===== src/rtl/debounced_mode_panel_assert.svh =====
// ----------------------------------------------------------------------------
// debounced_mode_panel assertion macros
// Shorthand for clocked implication checks, disabled during reset.
// ----------------------------------------------------------------------------
`ifndef DEBOUNCED_MODE_PANEL_ASSERT_SVH
`define DEBOUNCED_MODE_PANEL_ASSERT_SVH

// Same-cycle implication
`define DMP_ASSERT_NOW(lbl, ante, cons, msg) \
  lbl: assert property (@(posedge clk) disable iff (rst) (ante) |-> (cons)) \
    else $error(msg);

// Next-cycle implication
`define DMP_ASSERT_NEXT(lbl, ante, cons, msg) \
  lbl: assert property (@(posedge clk) disable iff (rst) (ante) |=> (cons)) \
    else $error(msg);

`endif


===== src/rtl/dmp_pkg.sv =====
// ----------------------------------------------------------------------------
// dmp_pkg
// Shared types, codes and light levels of the debounced mode panel.
// ----------------------------------------------------------------------------
`timescale 1ns / 1ps

package dmp_pkg;

  localparam int unsigned NumButtons = 3;

  // Light levels (12-bit PWM)
  localparam logic [11:0] LvlOff = 12'd0;
  localparam logic [11:0] LvlDim = 12'd800;
  localparam logic [11:0] LvlMed = 12'd1800;
  localparam logic [11:0] LvlOn  = 12'd4095;

  // Register reset values
  localparam logic [15:0] DebounceMsRst    = 16'd20;
  localparam logic [15:0] BlinkPeriodMsRst = 16'd500;
  localparam logic [6:0]  LowBatteryRst    = 7'd20;

  typedef enum logic [1:0] {
    MODE_STD   = 2'd0,
    MODE_CARE  = 2'd1,
    MODE_STAIR = 2'd2
  } mode_t;

  typedef enum logic [1:0] {
    REG_DEBOUNCE  = 2'd0,
    REG_BLINK     = 2'd1,
    REG_LOW_BATT  = 2'd2
  } cfg_reg_t;

  // Button indexes
  localparam int unsigned BtnMode  = 0;
  localparam int unsigned BtnStair = 1;
  localparam int unsigned BtnReset = 2;

  typedef struct packed {
    logic [31:0] now_ms;
    logic        mode_button_raw;
    logic        stair_button_raw;
    logic        reset_button_raw;
    logic        battery_known;
    logic [6:0]  battery_percent;
  } tick_t;

  typedef struct packed {
    logic mode;
    logic stair;
    logic reset;
  } btn_ev_t;

  typedef struct packed {
    mode_t       mode;
    logic        stair_confirm;
    logic        reset_request;
    logic [11:0] mode_red;
    logic [11:0] mode_green;
    logic [11:0] mode_blue;
    logic [11:0] stair_green;
    logic [11:0] reset_red;
  } panel_res_t;

endpackage


===== src/rtl/dmp_if.sv =====
// ----------------------------------------------------------------------------
// dmp tick and panel channels
// Valid/ready channels for input ticks and panel result beats.
// ----------------------------------------------------------------------------
`timescale 1ns / 1ps

interface dmp_tick_if;
  logic        valid;
  logic        ready;
  logic [31:0] now_ms;
  logic        mode_button_raw;
  logic        stair_button_raw;
  logic        reset_button_raw;
  logic        battery_known;
  logic [6:0]  battery_percent;

  modport source (
    output valid, now_ms, mode_button_raw, stair_button_raw, reset_button_raw,
           battery_known, battery_percent,
    input  ready
  );
  modport sink (
    input  valid, now_ms, mode_button_raw, stair_button_raw, reset_button_raw,
           battery_known, battery_percent,
    output ready
  );
endinterface

interface dmp_panel_if;
  logic        valid;
  logic        ready;
  logic [1:0]  mode;
  logic        stair_confirm;
  logic        reset_request;
  logic [11:0] mode_red;
  logic [11:0] mode_green;
  logic [11:0] mode_blue;
  logic [11:0] stair_green;
  logic [11:0] reset_red;

  modport source (
    output valid, mode, stair_confirm, reset_request, mode_red, mode_green,
           mode_blue, stair_green, reset_red,
    input  ready
  );
  modport sink (
    input  valid, mode, stair_confirm, reset_request, mode_red, mode_green,
           mode_blue, stair_green, reset_red,
    output ready
  );
endinterface


===== src/rtl/dmp_debounce.sv =====
// ----------------------------------------------------------------------------
// dmp_debounce
// Time-based debounce of one raw button level with rising-edge press event.
// ----------------------------------------------------------------------------
`timescale 1ns / 1ps

module dmp_debounce
  import dmp_pkg::*;
(
  input  logic        clk,
  input  logic        rst,
  input  logic        step,
  input  logic        raw,
  input  logic [31:0] now_ms,
  input  logic [15:0] debounce_ms,
  output logic        press
);

  logic        stable_level;
  logic        last_raw_level;
  logic [31:0] last_change_time;

  logic        changed;
  logic [31:0] change_time_next;
  logic [31:0] elapsed;
  logic        settled;

  // Restart the hold timer on a raw change, then test the held time
  always_comb begin
    changed          = raw != last_raw_level;
    change_time_next = changed ? now_ms : last_change_time;
    elapsed          = now_ms - change_time_next;
    settled          = elapsed >= {16'd0, debounce_ms};
    press            = settled && raw && !stable_level;
  end

  // Advance debounce state once per processed tick
  always_ff @(posedge clk) begin
    if (rst) begin
      stable_level     <= 1'b0;
      last_raw_level   <= 1'b0;
      last_change_time <= 32'd0;
    end else if (step) begin
      last_raw_level   <= raw;
      last_change_time <= change_time_next;
      if (settled) begin
        stable_level <= raw;
      end
    end
  end

endmodule


===== src/rtl/dmp_control.sv =====
// ----------------------------------------------------------------------------
// dmp_control
// Mode sequencing, stair confirm, blink timer and light level selection.
// ----------------------------------------------------------------------------
`timescale 1ns / 1ps

module dmp_control
  import dmp_pkg::*;
(
  input  logic        clk,
  input  logic        rst,
  input  logic        step,
  input  btn_ev_t     ev,
  input  logic [31:0] now_ms,
  input  logic        battery_known,
  input  logic [6:0]  battery_percent,
  input  logic [15:0] blink_interval_ms,
  input  logic [6:0]  amber_pct,
  output panel_res_t  res
);

  mode_t       mode_q;
  logic        confirm_q;
  logic        blink_q;
  logic [31:0] last_blink_time;

  mode_t       mode_next;
  logic        confirm_next;
  logic        request;
  logic        blink_due;
  logic        blink_next;
  logic        low_batt;

  // Apply events in order mode, stair, reset
  always_comb begin
    mode_next    = mode_q;
    confirm_next = confirm_q;
    request      = 1'b0;
    if (ev.mode) begin
      unique case (mode_q)
        MODE_STD:  mode_next = MODE_CARE;
        MODE_CARE: mode_next = MODE_STAIR;
        default:   mode_next = MODE_STD;
      endcase
      confirm_next = 1'b0;
    end
    if (ev.stair && (mode_next == MODE_STAIR)) begin
      confirm_next = 1'b1;
    end
    if (ev.reset) begin
      mode_next    = MODE_STD;
      confirm_next = 1'b0;
      request      = 1'b1;
    end
  end

  // Toggle blink once the period has elapsed (wrapping difference)
  always_comb begin
    blink_due  = (now_ms - last_blink_time) >= {16'd0, blink_interval_ms};
    blink_next = blink_q ^ blink_due;
  end

  // Select light levels from the updated state
  always_comb begin
    low_batt          = battery_known && (battery_percent <= amber_pct);
    res.mode          = mode_next;
    res.stair_confirm = confirm_next;
    res.reset_request = request;
    if (low_batt) begin
      res.mode_red   = LvlMed;
      res.mode_green = LvlMed;
      res.mode_blue  = LvlOff;
    end else begin
      case (mode_next)
        MODE_STD: begin
          res.mode_red   = LvlOff;
          res.mode_green = LvlOn;
          res.mode_blue  = LvlOff;
        end
        MODE_CARE: begin
          res.mode_red   = LvlOff;
          res.mode_green = LvlOff;
          res.mode_blue  = LvlOn;
        end
        default: begin
          res.mode_red   = LvlOn;
          res.mode_green = LvlOn;
          res.mode_blue  = LvlOff;
        end
      endcase
    end
    if (mode_next == MODE_STAIR) begin
      res.stair_green = confirm_next ? (blink_next ? LvlOn : LvlOff) : LvlDim;
    end else begin
      res.stair_green = LvlOff;
    end
    res.reset_red = request ? (blink_next ? LvlOn : LvlOff) : LvlDim;
  end

  // Hold mode, confirm and blink state; advance once per processed tick
  always_ff @(posedge clk) begin
    if (rst) begin
      mode_q          <= MODE_STD;
      confirm_q       <= 1'b0;
      blink_q         <= 1'b0;
      last_blink_time <= 32'd0;
    end else if (step) begin
      mode_q    <= mode_next;
      confirm_q <= confirm_next;
      blink_q   <= blink_next;
      if (blink_due) begin
        last_blink_time <= now_ms;
      end
    end
  end

endmodule


===== src/rtl/debounced_mode_panel.sv =====
// Debounced mode panel.
// Ticks arrive on the tick channel (valid/ready): a millisecond time stamp,
// three raw button levels and the battery reading. Each accepted tick yields
// exactly one beat on the panel channel with the mode, stair confirm, reset
// request and five 12-bit light levels.
// Path: an accepted tick is held in the input register, and its result is then
// registered in the result register, which drives the panel beat.
// Throughput: one tick per cycle while the receiver takes every beat; all
// per-tick work is one compare/subtract stage between the two registers.
// Reset (rst, synchronous): both registers empty, buttons released, mode
// Standard, blink flag clear, registers back to 20 ms debounce, 500 ms blink
// period and 20 percent low battery.
// When the receiver stalls, the result register holds its beat and the
// input register still takes one more tick; tick.ready then drops until
// the panel beat is taken.
// Configuration: cfg_we/cfg_index/cfg_data, written while no tick is in flight.
// ----------------------------------------------------------------------------
// debounced_mode_panel
// Top level: channel registers, configuration and per-button debounce.
// ----------------------------------------------------------------------------
`timescale 1ns / 1ps
`include "debounced_mode_panel_assert.svh"

module debounced_mode_panel
  import dmp_pkg::*;
(
  input  logic        clk,
  input  logic        rst,
  dmp_tick_if.sink    tick,
  dmp_panel_if.source panel,
  input  logic        cfg_we,
  input  logic [1:0]  cfg_index,
  input  logic [15:0] cfg_data
);

  logic [15:0] debounce_ms;
  logic [15:0] blink_interval_ms;
  logic [6:0]  amber_pct;

  logic       s1_valid;
  tick_t      s1;
  logic       res_valid;
  panel_res_t res;
  panel_res_t res_next;
  logic       advance;

  logic [NumButtons-1:0] raw;
  logic [NumButtons-1:0] press;
  btn_ev_t               ev;

  // Write configuration registers
  always_ff @(posedge clk) begin
    if (rst) begin
      debounce_ms       <= DebounceMsRst;
      blink_interval_ms <= BlinkPeriodMsRst;
      amber_pct         <= LowBatteryRst;
    end else if (cfg_we) begin
      unique case (cfg_index)
        REG_DEBOUNCE: debounce_ms       <= cfg_data;
        REG_BLINK:    blink_interval_ms <= cfg_data;
        REG_LOW_BATT: amber_pct         <= cfg_data[6:0];
        default:      ;
      endcase
    end
  end

  // Move the held tick into the result register when that register frees up
  assign advance    = s1_valid && (!res_valid || panel.ready);
  assign tick.ready = !s1_valid || advance;

  always_ff @(posedge clk) begin
    if (rst) begin
      s1_valid  <= 1'b0;
      res_valid <= 1'b0;
    end else begin
      if (tick.ready) begin
        s1_valid <= tick.valid;
      end
      if (advance) begin
        res_valid <= 1'b1;
      end else if (panel.ready) begin
        res_valid <= 1'b0;
      end
    end
  end

  // Capture payloads
  always_ff @(posedge clk) begin
    if (tick.valid && tick.ready) begin
      s1.now_ms           <= tick.now_ms;
      s1.mode_button_raw  <= tick.mode_button_raw;
      s1.stair_button_raw <= tick.stair_button_raw;
      s1.reset_button_raw <= tick.reset_button_raw;
      s1.battery_known    <= tick.battery_known;
      s1.battery_percent  <= tick.battery_percent;
    end
    if (advance) begin
      res <= res_next;
    end
  end

  // Debounce each button
  assign raw[BtnMode]  = s1.mode_button_raw;
  assign raw[BtnStair] = s1.stair_button_raw;
  assign raw[BtnReset] = s1.reset_button_raw;

  for (genvar b = 0; b < NumButtons; b++) begin : g_btn
    dmp_debounce u_debounce (
      .clk         (clk),
      .rst         (rst),
      .step        (advance),
      .raw         (raw[b]),
      .now_ms      (s1.now_ms),
      .debounce_ms (debounce_ms),
      .press       (press[b])
    );
  end

  assign ev.mode  = press[BtnMode];
  assign ev.stair = press[BtnStair];
  assign ev.reset = press[BtnReset];

  dmp_control u_control (
    .clk               (clk),
    .rst               (rst),
    .step              (advance),
    .ev                (ev),
    .now_ms            (s1.now_ms),
    .battery_known     (s1.battery_known),
    .battery_percent   (s1.battery_percent),
    .blink_interval_ms (blink_interval_ms),
    .amber_pct         (amber_pct),
    .res               (res_next)
  );

  // Drive the panel channel from the result register
  assign panel.valid         = res_valid;
  assign panel.mode          = res.mode;
  assign panel.stair_confirm = res.stair_confirm;
  assign panel.reset_request = res.reset_request;
  assign panel.mode_red      = res.mode_red;
  assign panel.mode_green    = res.mode_green;
  assign panel.mode_blue     = res.mode_blue;
  assign panel.stair_green   = res.stair_green;
  assign panel.reset_red     = res.reset_red;

  // Checks
  `DMP_ASSERT_NOW(a_reset_ends_std, res_valid && res.reset_request,
    (res.mode == MODE_STD) && !res.stair_confirm, "reset request outside Standard")
  `DMP_ASSERT_NOW(a_confirm_in_stair, res_valid && res.stair_confirm,
    res.mode == MODE_STAIR, "stair confirm outside StairClimbing")
  `DMP_ASSERT_NOW(a_stair_light_off, res_valid && (res.mode != MODE_STAIR),
    res.stair_green == LvlOff, "stair light lit outside StairClimbing")
  `DMP_ASSERT_NOW(a_full_blocks_input, s1_valid && !advance,
    !tick.ready, "input taken while held tick cannot advance")
  `DMP_ASSERT_NEXT(a_advance_fills_result, advance,
    res_valid, "advanced tick left no result")

endmodule

===== src/flat_wrapper.sv =====
// flat-port wrapper written by rule: the top's interface ports become plain ports
module debounced_mode_panel_flat import dmp_pkg::*;
  (clk, rst, cfg_we, cfg_index, cfg_data, tick_valid, tick_now_ms, tick_mode_button_raw, tick_stair_button_raw, tick_reset_button_raw, tick_battery_known, tick_battery_percent, tick_ready, panel_valid, panel_mode, panel_stair_confirm, panel_reset_request, panel_mode_red, panel_mode_green, panel_mode_blue, panel_stair_green, panel_reset_red, panel_ready);
  dmp_tick_if tick_i ();
  dmp_panel_if panel_i ();
  input  logic clk;
  input  logic rst;
  input  logic cfg_we;
  input  logic [1:0] cfg_index;
  input  logic [15:0] cfg_data;
  input wire logic [$bits(tick_i.valid)-1:0] tick_valid;
  input wire logic [$bits(tick_i.now_ms)-1:0] tick_now_ms;
  input wire logic [$bits(tick_i.mode_button_raw)-1:0] tick_mode_button_raw;
  input wire logic [$bits(tick_i.stair_button_raw)-1:0] tick_stair_button_raw;
  input wire logic [$bits(tick_i.reset_button_raw)-1:0] tick_reset_button_raw;
  input wire logic [$bits(tick_i.battery_known)-1:0] tick_battery_known;
  input wire logic [$bits(tick_i.battery_percent)-1:0] tick_battery_percent;
  output wire logic [$bits(tick_i.ready)-1:0] tick_ready;
  output wire logic [$bits(panel_i.valid)-1:0] panel_valid;
  output wire logic [$bits(panel_i.mode)-1:0] panel_mode;
  output wire logic [$bits(panel_i.stair_confirm)-1:0] panel_stair_confirm;
  output wire logic [$bits(panel_i.reset_request)-1:0] panel_reset_request;
  output wire logic [$bits(panel_i.mode_red)-1:0] panel_mode_red;
  output wire logic [$bits(panel_i.mode_green)-1:0] panel_mode_green;
  output wire logic [$bits(panel_i.mode_blue)-1:0] panel_mode_blue;
  output wire logic [$bits(panel_i.stair_green)-1:0] panel_stair_green;
  output wire logic [$bits(panel_i.reset_red)-1:0] panel_reset_red;
  input wire logic [$bits(panel_i.ready)-1:0] panel_ready;
  assign tick_i.valid = tick_valid;
  assign tick_i.now_ms = tick_now_ms;
  assign tick_i.mode_button_raw = tick_mode_button_raw;
  assign tick_i.stair_button_raw = tick_stair_button_raw;
  assign tick_i.reset_button_raw = tick_reset_button_raw;
  assign tick_i.battery_known = tick_battery_known;
  assign tick_i.battery_percent = tick_battery_percent;
  assign tick_ready = tick_i.ready;
  assign panel_valid = panel_i.valid;
  assign panel_mode = panel_i.mode;
  assign panel_stair_confirm = panel_i.stair_confirm;
  assign panel_reset_request = panel_i.reset_request;
  assign panel_mode_red = panel_i.mode_red;
  assign panel_mode_green = panel_i.mode_green;
  assign panel_mode_blue = panel_i.mode_blue;
  assign panel_stair_green = panel_i.stair_green;
  assign panel_reset_red = panel_i.reset_red;
  assign panel_i.ready = panel_ready;
  debounced_mode_panel u_core (.clk(clk), .rst(rst), .tick(tick_i), .panel(panel_i), .cfg_we(cfg_we), .cfg_index(cfg_index), .cfg_data(cfg_data));
endmodule

===== config.mk =====
export PLATFORM = sky130hd
export DESIGN_NAME = debounced_mode_panel_flat
export DESIGN_NICKNAME = d
export VERILOG_FILES = /design/src/rtl/dmp_pkg.sv /design/src/rtl/dmp_if.sv /design/src/rtl/dmp_debounce.sv /design/src/rtl/dmp_control.sv /design/src/rtl/debounced_mode_panel.sv /design/src/flat_wrapper.sv
export VERILOG_INCLUDE_DIRS = /design/src /design/src/rtl
export SDC_FILE = /design/constraint.sdc
export NUM_CORES = 1
export LEC_CHECK = 0
export ABC_AREA = 1
export ABC_CLOCK_PERIOD_IN_PS = 5700
export BUFFER_PORTS_ARGS = -buffer_cell sky130_fd_sc_hd__buf_4
export CAP_MARGIN = 40
export CORE_UTILIZATION = 63
export CTS_CLUSTER_SIZE = 30
export DETAILED_ROUTE_END_ITERATION = 10
export GPL_TIMING_DRIVEN = 0
export PLACE_DENSITY = 0.93
export SLEW_MARGIN = 20
export SYNTH_ARGS = -nofsm -noshare
export SYNTH_HDL_FRONTEND = slang
export SYNTH_SLANG_ARGS = --single-unit

===== constraint.sdc =====
create_clock -name clk -period 5.7 [get_ports clk]
set_input_delay 1.425 -clock clk [delete_from_list [all_inputs] [get_ports clk]]
set_output_delay 1.425 -clock clk [all_outputs]
set_load 0.005 [all_outputs]

=== Word-level counts from Yosys, hierarchy flattened ===
Index checks and enable logic that the tools add are counted.
Widths: inputs -> output; s select.

* Shift-type cells: 0
* Reductions and logical operators: 29
* Multiplexer cells: 15
* Divide/modulo/power cells: 0
* Bitwise gates (word level): 1
* Add/subtract/negate cells: 4
* $lt $le $gt $ge: 5
* Equal/unequal tests: 9
* $mul: 0

{| class="wikitable"
|+ Operator list
! cell !! count
|-
| $ge 32x16->1 || 4
|-
| $sub 32x32->32 || 4
|-
| $mux 32 || 3
|-
| $pmux 36 s2 || 1
|-
| $reduce_and 2->1 || 8
|-
| $mux 12 || 1
|-
| $logic_and 1x1->1 || 10
|-
| $mux 10 || 1
|-
| $le 7x7->1 || 1
|-
| $eq 2x1->1 const B || 3
|-
| $eq 2x2->1 const B || 3
|-
| $logic_not 2->1 || 3
|-
| $mux 1 || 6
|-
| $logic_not 1->1 || 5
|-
| $mux 2 || 2
|-
| $pmux 2 s2 || 1
|-
| $ne 1x1->1 || 3
|-
| $logic_or 1x1->1 || 2
|-
| $reduce_bool 2->1 || 1
|-
| $xor 1x1->1 || 1
|}

* Logic and storage cells: 96
* Bits in latches: 0
* Memory bits (read-only): 0
* Output and inout port bits: 66
* RAM bits: 0
* Register bits after elaboration: 286
* Memories: 0

=== Longest topological paths before layout ===
* Depth in word-level cells: 12
* Gate-level depth with buffers: 37
* Depth with buffers taken out: 34

=== Modules after synthesis ===
Synthesis repeated with hierarchy kept, for this count alone.

* Cells, all modules: 3684
* Area total of the unflattened synthesis: 24179.4 µm²

{| class="wikitable"
|+ Modules (own cells, without submodules)
! module !! instances !! cells each !! area each (µm²) !! seq. area each (µm²)
|-
| dmp_debounce at u_core.g_btn[0].u_debounce ... || 2 || 774 || 4600.7 || 680.7
|-
| dmp_control || 1 || 985 || 5505.3 || 720.7
|-
| debounced_mode_panel || 1 || 356 || 4921.0 || 4033.9
|-
| dmp_debounce at u_core.g_btn[2].u_debounce || 1 || 795 || 4551.9 || 680.7
|}

=== Worst setup path after synthesis ===
No wires, ideal clock.

* Kind: register to register
* From: register u_core.s1 (netlist bit u_core.raw[0])
* To: register u_core.res (netlist bit u_core.panel.stair_green[8]) (data pin)
* Stages on the path, launching flop included: 38
* Setup time: 0.249 ns
* Path slack: 1.487 ns
* Arrival: 3.964 ns
* Required time: 5.451 ns
* Buffers on the path: 3
* Clock period less this slack: 4.213 ns
* Cells stage by stage: edfxtp_1 -> inv_2 -> nand2_2 -> nand2_2 -> buf_6 -> buf_6 -> clkbuf_1 -> nand2_1 -> o21ai_0 -> ha_1 -> inv_1 -> ha_1 -> inv_1 -> nand2_1 -> nand3_1 -> nand3_1 -> nand2_1 -> nand2_1 -> [2 not listed] -> nand2_1 -> nor2_1 -> a211oi_1 -> nand2_1 -> a21oi_1 -> nand3_1 -> nor2_1 -> nand3_1 -> nor2_2 -> nand2_2 -> nand2_2 -> nand2_1 -> nand2_2 -> nand3_2 -> nand2_2 -> nand3_1 -> nand2_1 -> inv_1

* Cells in the longest elaborated chain, start to end: 12

{| class="wikitable"
|+ Ends and longest elaborated chain
! item !! line !! source
|-
| start: declaration || debounced_mode_panel.sv:41 || <nowiki>tick_t s1;</nowiki>
|-
| $ne 1x1->1 * || dmp_debounce.sv:30 || <nowiki>changed = raw != last_raw_level;</nowiki>
|-
| $mux 32 * || dmp_debounce.sv:31 || <nowiki>change_time_next = changed ? now_ms : last_change_time;</nowiki>
|-
| via u_core.g_btn[0].u_debounce.change_time_next[0] || dmp_debounce.sv:24 || <nowiki>logic [31:0] change_time_next;</nowiki>
|-
| $sub 32x32->32 * || dmp_debounce.sv:32 || <nowiki>elapsed = now_ms - change_time_next;</nowiki>
|-
| $ge 32x16->1 * || dmp_debounce.sv:33 || <nowiki>settled = elapsed >= {16'd0, debounce_ms};</nowiki>
|-
| $logic_and 1x1->1 * (2 in a row) || dmp_debounce.sv:34 || <nowiki>press = settled && raw && !stable_level;</nowiki>
|-
| $mux 2 || dmp_control.sv:39 || <nowiki>if (ev.mode) begin</nowiki>
|-
| $eq 2x2->1 || dmp_control.sv:47 || <nowiki>if (ev.stair && (mode_next == MODE_STAIR)) begin</nowiki>
|-
| $logic_and 1x1->1 || dmp_control.sv:47 ||
|-
| $mux 1 || dmp_control.sv:47 ||
|-
| $mux 1 || dmp_control.sv:50 || <nowiki>if (ev.reset) begin</nowiki>
|-
| $mux 10 || dmp_control.sv:93 || <nowiki>res.stair_green = confirm_next ? (blink_next ? LvlOn : LvlOff) : LvlDim;</nowiki>
|-
| end signal: assignment || debounced_mode_panel.sv:98 || <nowiki>res <= res_next;</nowiki>
|-
| end: declaration || debounced_mode_panel.sv:43 || <nowiki>panel_res_t res;</nowiki>
|}

The timed path passes the listed nets; every way through them passes the cells marked *.
A chain may end at the register's enable or synchronous reset.

=== Worst setup path after layout ===
* From: register u_core.s1 (netlist bit u_core.raw[2])
* To: register u_core.res (netlist bit u_core.panel.mode_green[10]) (data pin)

* Cells in the longest elaborated chain, start to end: 9

{| class="wikitable"
|+ Ends and longest elaborated chain
! item !! line !! source
|-
| $ne 1x1->1 || dmp_debounce.sv:30 ||
|-
| $mux 32 || dmp_debounce.sv:31 ||
|-
| $sub 32x32->32 || dmp_debounce.sv:32 ||
|-
| $ge 32x16->1 || dmp_debounce.sv:33 ||
|-
| $logic_and 1x1->1 * (2 in a row) || dmp_debounce.sv:34 ||
|-
| via u_core.g_btn[2].u_debounce.press || dmp_debounce.sv:16 || <nowiki>output logic press</nowiki>
|-
| $mux 2 * || dmp_control.sv:50 ||
|-
| $eq 2x1->1 or $logic_not 2->1 (tied branches) || dmp_control.sv:74 || <nowiki>case (mode_next)</nowiki>
|-
| $pmux 36 s2 * || dmp_control.sv:74 ||
|}

Marked as above.

==> results.yml <==
status:
  run_status: "complete, no violations"
synthesis:
  synth_enable_flop_cells: 56
  synthesis.yosys.warnings: 0
  ys_seq_elements: 235
  synth_fp_nets: 3102
  synth-main-ff-cell: "sky130_fd_sc_hd__dfxtp_1"
  post_synth_inst_count: 2848
  yosysUniqueCellTypes: 51
  synthesis.area_sq_um: 19200
  seq_area_frac_synth_pct: 27.4
  postSynthAreaPerCell_sq_um: 6.76
  postSynth.asyncResetShare_pct: 0
setup_path:
  worst_path_top_cell_family_by_delay: "simple AND/OR/NAND/NOR gates"
  crit_path_start_kind: "flip-flop"
  crit_path_max_fanout: 10
  critPathRequiredTime_ns: 5.99
  worstPathArrival_ns: 5.90
  worst_path_most_repeated_cell: "sky130_fd_sc_hd__nand2_1"
  worst_path_max_delay_cell: "sky130_fd_sc_hd__edfxtp_1"
  worstPathBufferInverterCount: 5
  cpPeakStageDelay_ns: 0.51
  critical_setup_path_kind: "flip-flop to flip-flop"
  end_kind: "flip-flop"
  crit_path_cell_trace: "or2_2 > nand2_1 > clkbuf_2 > nand2_1 > o21ai_0 > ha_1 > nand3_1 > nand2_1 > nand4_1 > nand3_1 > a21oi_2 > xnor2_1 > ha_1 > nand2_1 > inv_1 > nand3_1 > inv_1 > a221oi_2 > nand4_1 > buf_4 > nand3_2 > inv_1 > nor3_2 > nand2_1"
global_routing:
  antenna_found_initial: 0
  globalRoute.totalOverflow: 0
  grt_pass1_wl_um: 101000
  pin_count_of_the_biggest_net_entering_global_routing: 26
  gr-usage-all-layers_pct: 41.6
  first_global_vias: 19800
finish:
  final_layout_size_suffix_gt1_share_pct: 10.3
  layout.core_utilization_pct: 72.6
  final.fill_count: 2371
  synthToLayoutAreaGrowth_pct: 12.7
  antennaDiodeCount: 0
  finalNetCount: 3264
floorplan:
  fp-row-count: 63
  start_util_pct: 64.4
  die_h_um: 177
  io_pins: 132
  placeableCoreArea_sq_um: 29900
  floorplan.die.width_um: 177
  design.die.area_sq_um: 31300
clock_tree:
  cts-root-to-sink-buffers: 3
  ctsRootBufferMaster: "sky130_fd_sc_hd__clkbuf_16"
  clock_sink_count: 235
  cts_tree: "done"
  path_clk_slew_ns: 0.06
  cts-hold-fix-buffers: 0
  clk-insertion-delay-late_ns: 0.56
  cts_buf_count: 26
  h-tree-depth: 1
drt:
  dr.pass1.iters: 6
  drt-wirelength-per-cell_um: 19.2
  detail_route.vias_per_cell: 6.00
  wirelength_um: 65800
  dr_total_vias: 20500
  final_antenna_net_count: 0
  dr.first_iter.drc_count: 2056
  route.detailed.drc: 0
timing:
  timing_max_transition_violations_final: 0
  setup-tns-final_ns: 0
  slew_headroom_pct: 47.3
  timing.final.setup_violations: 0
  fin_worst_skew_ns: 0.0256
  slew_at_the_pin_closest_to_its_max_slew_limit_ns: 0.790
  hold_viol_final: 0
  achievable-frequency_mhz: 178
  layout_min_cycle_time_ns: 5.61
  finalCritPeriodShare_pct: 98.5
flow_run:
  drv.max_cap_violation_count: 0
placed_design:
  gpl.final_weighted_congestion: 1.02
  place.port_buffers: 131
  half_perimeter_wire_length_of_the_detailed_placement_result_um: 52500
pwr:
  cellLeakagePower_nw: 10.7
  finalPower_mw: 6.17
  worst_ir_drop_vdd_mv: 0.240
  powerDensity_nw_per_um2: 284
hold_path:
  hold_class: "flip-flop to flip-flop"
[synthesized netlist by cell type (14+ instances only)]
| cell | number | area [sq um] |
|---|---|---|
| sky130_fd_sc_hd__o21ai_0 | 250 | 1250 |
| sky130_fd_sc_hd__xnor2_1 | 34 | 298 |
| sky130_fd_sc_hd__nand2_1 | 617 | 2320 |
| sky130_fd_sc_hd__clkbuf_1 | 59 | 221 |
| sky130_fd_sc_hd__a21o_1 | 16 | 120 |
| sky130_fd_sc_hd__nand4_1 | 25 | 156 |
| sky130_fd_sc_hd__nand3_1 | 108 | 541 |
| sky130_fd_sc_hd__o21bai_1 | 14 | 105 |
| sky130_fd_sc_hd__o211ai_1 | 95 | 713 |
| sky130_fd_sc_hd__dfxtp_1 | 179 | 3580 |
| sky130_fd_sc_hd__xor2_1 | 62 | 543 |
| sky130_fd_sc_hd__nand2_2 | 18 | 113 |
| sky130_fd_sc_hd__buf_4 | 51 | 383 |
| sky130_fd_sc_hd__inv_1 | 449 | 1690 |
| sky130_fd_sc_hd__nor3_1 | 29 | 145 |
| sky130_fd_sc_hd__edfxtp_1 | 56 | 1680 |
| sky130_fd_sc_hd__ha_1 | 185 | 2310 |
| sky130_fd_sc_hd__nor2_1 | 221 | 830 |
| sky130_fd_sc_hd__a21oi_1 | 257 | 1290 |
[repair_timing]
item | in CTS | in global routing
endpoints found under the setup margin | 16 | 13
hold endpoints to repair | 0 | 0
pin swaps | 0 | 1
gates resized for setup | 10 | 14
buffers inserted | 0 | 1
[registers in the layout, indices dropped and copies added, names as in the netlist, 3 cells and up]
name and cells:
u_core.raw 3, u_core.debounce_ms 16, u_core.s1 40, u_core.u_control.last_blink_time 32, u_core.g_btn.u_debounce.last_raw_level 3, u_core.amber_pct 7, u_core.g_btn.u_debounce.last_change_time 96, u_core.g_btn.u_debounce.stable_level 3
u_core.blink_interval_ms 16
[cells in the final DEF, fill, tap and decap left out, drive strengths merged, types with 94 or more instances in the layout]
| cell | count |
|---|---|
| a21oi | 259 |
| nor2 | 230 |
| o21ai | 256 |
| nand3 | 117 |
| ha | 185 |
| dfxtp | 179 |
| o211ai | 95 |
| clkbuf | 94 |
| buf | 200 |
| inv | 458 |
| nand2 | 637 |
[worst min-delay path: cells and delay by family (launching register included)]
family,cells,cell delay [ns]
AO/OA/AOI/OAI,1,0.06
buffers and inverters,1,0.06
flip-flops,1,0.30
[final timing paths]
check | startpoint | endpoint | slack [ns] | depth (start not counted)
min reg2reg | u_core.u_control.last_blink_time[4] | u_core.u_control.last_blink_time[4] | 0.46 | 2
max | u_core.raw[2] | u_core.panel.mode_green[10] | 0.09 | 24
max reg2reg | u_core.raw[2] | u_core.panel.mode_green[10] | 0.09 | 24
min | u_core.u_control.last_blink_time[4] | u_core.u_control.last_blink_time[4] | 0.46 | 2
[metrics by stage]
stage	hold WS [ns]	cells	cell area [sq um]	setup slack (ns)
5_1_grt	0.483	3420	21700	-0.0171
6_report	0.460	3420	21700	0.0873
4_1_cts	0.463	3419	21700	0.0446
3_5_place_dp	0.454	3371	20700	-0.495
3_3_place_gp	0.441	3369	20700	-0.429
2_1_floorplan	0.430	2848	19200	1.49
[area by class of cell]
class | count | area, sq um | share of cell area (%)
inverters | 455 | 1710 | 7.88
well taps | 390 | 488 | 2.25
flip-flops and latches | 235 | 5270 | 24.3
clock inverters | 13 | 133 | 0.612
repair buffers | 134 | 1020 | 4.68
plain buffers | 125 | 704 | 3.25
clock buffers | 35 | 756 | 3.48
multi-input cells | 2033 | 11600 | 53.6
[per-layer routing]
layer / GRT usage (%) / part of all wire (%) / vias to the layer above
li1: - / - / 9675
met1: 47.9 / 37 / 9386
met2: 72.5 / 47 / 1176
met3: 6.53 / 9.1 / 296
met4: 24.6 / 6.5 / 0
met5: 0 / 0 / -
[report_power, final]
part | leakage (nW) | switching [mW] | internal (mW)
Combinational | 8.26 | 1.60 | 0.891
Sequential | 2.01 | 0.0987 | 1.82
Clock | 0.440 | 0.735 | 1.02
Total | 10.7 | 2.43 | 3.73
[kinds of logic after synthesis]
family                     synth area share [%]
xor gates and xnor gates                   4.37
and+or+nand+nor                            23.4
AOI/OAI and AO/OA                          20.1
adders and majority gates                  12.3
buffers and inverters                      12.5
DFF                                        27.4
No activity file was read; power rests on OpenSTA's default activity.
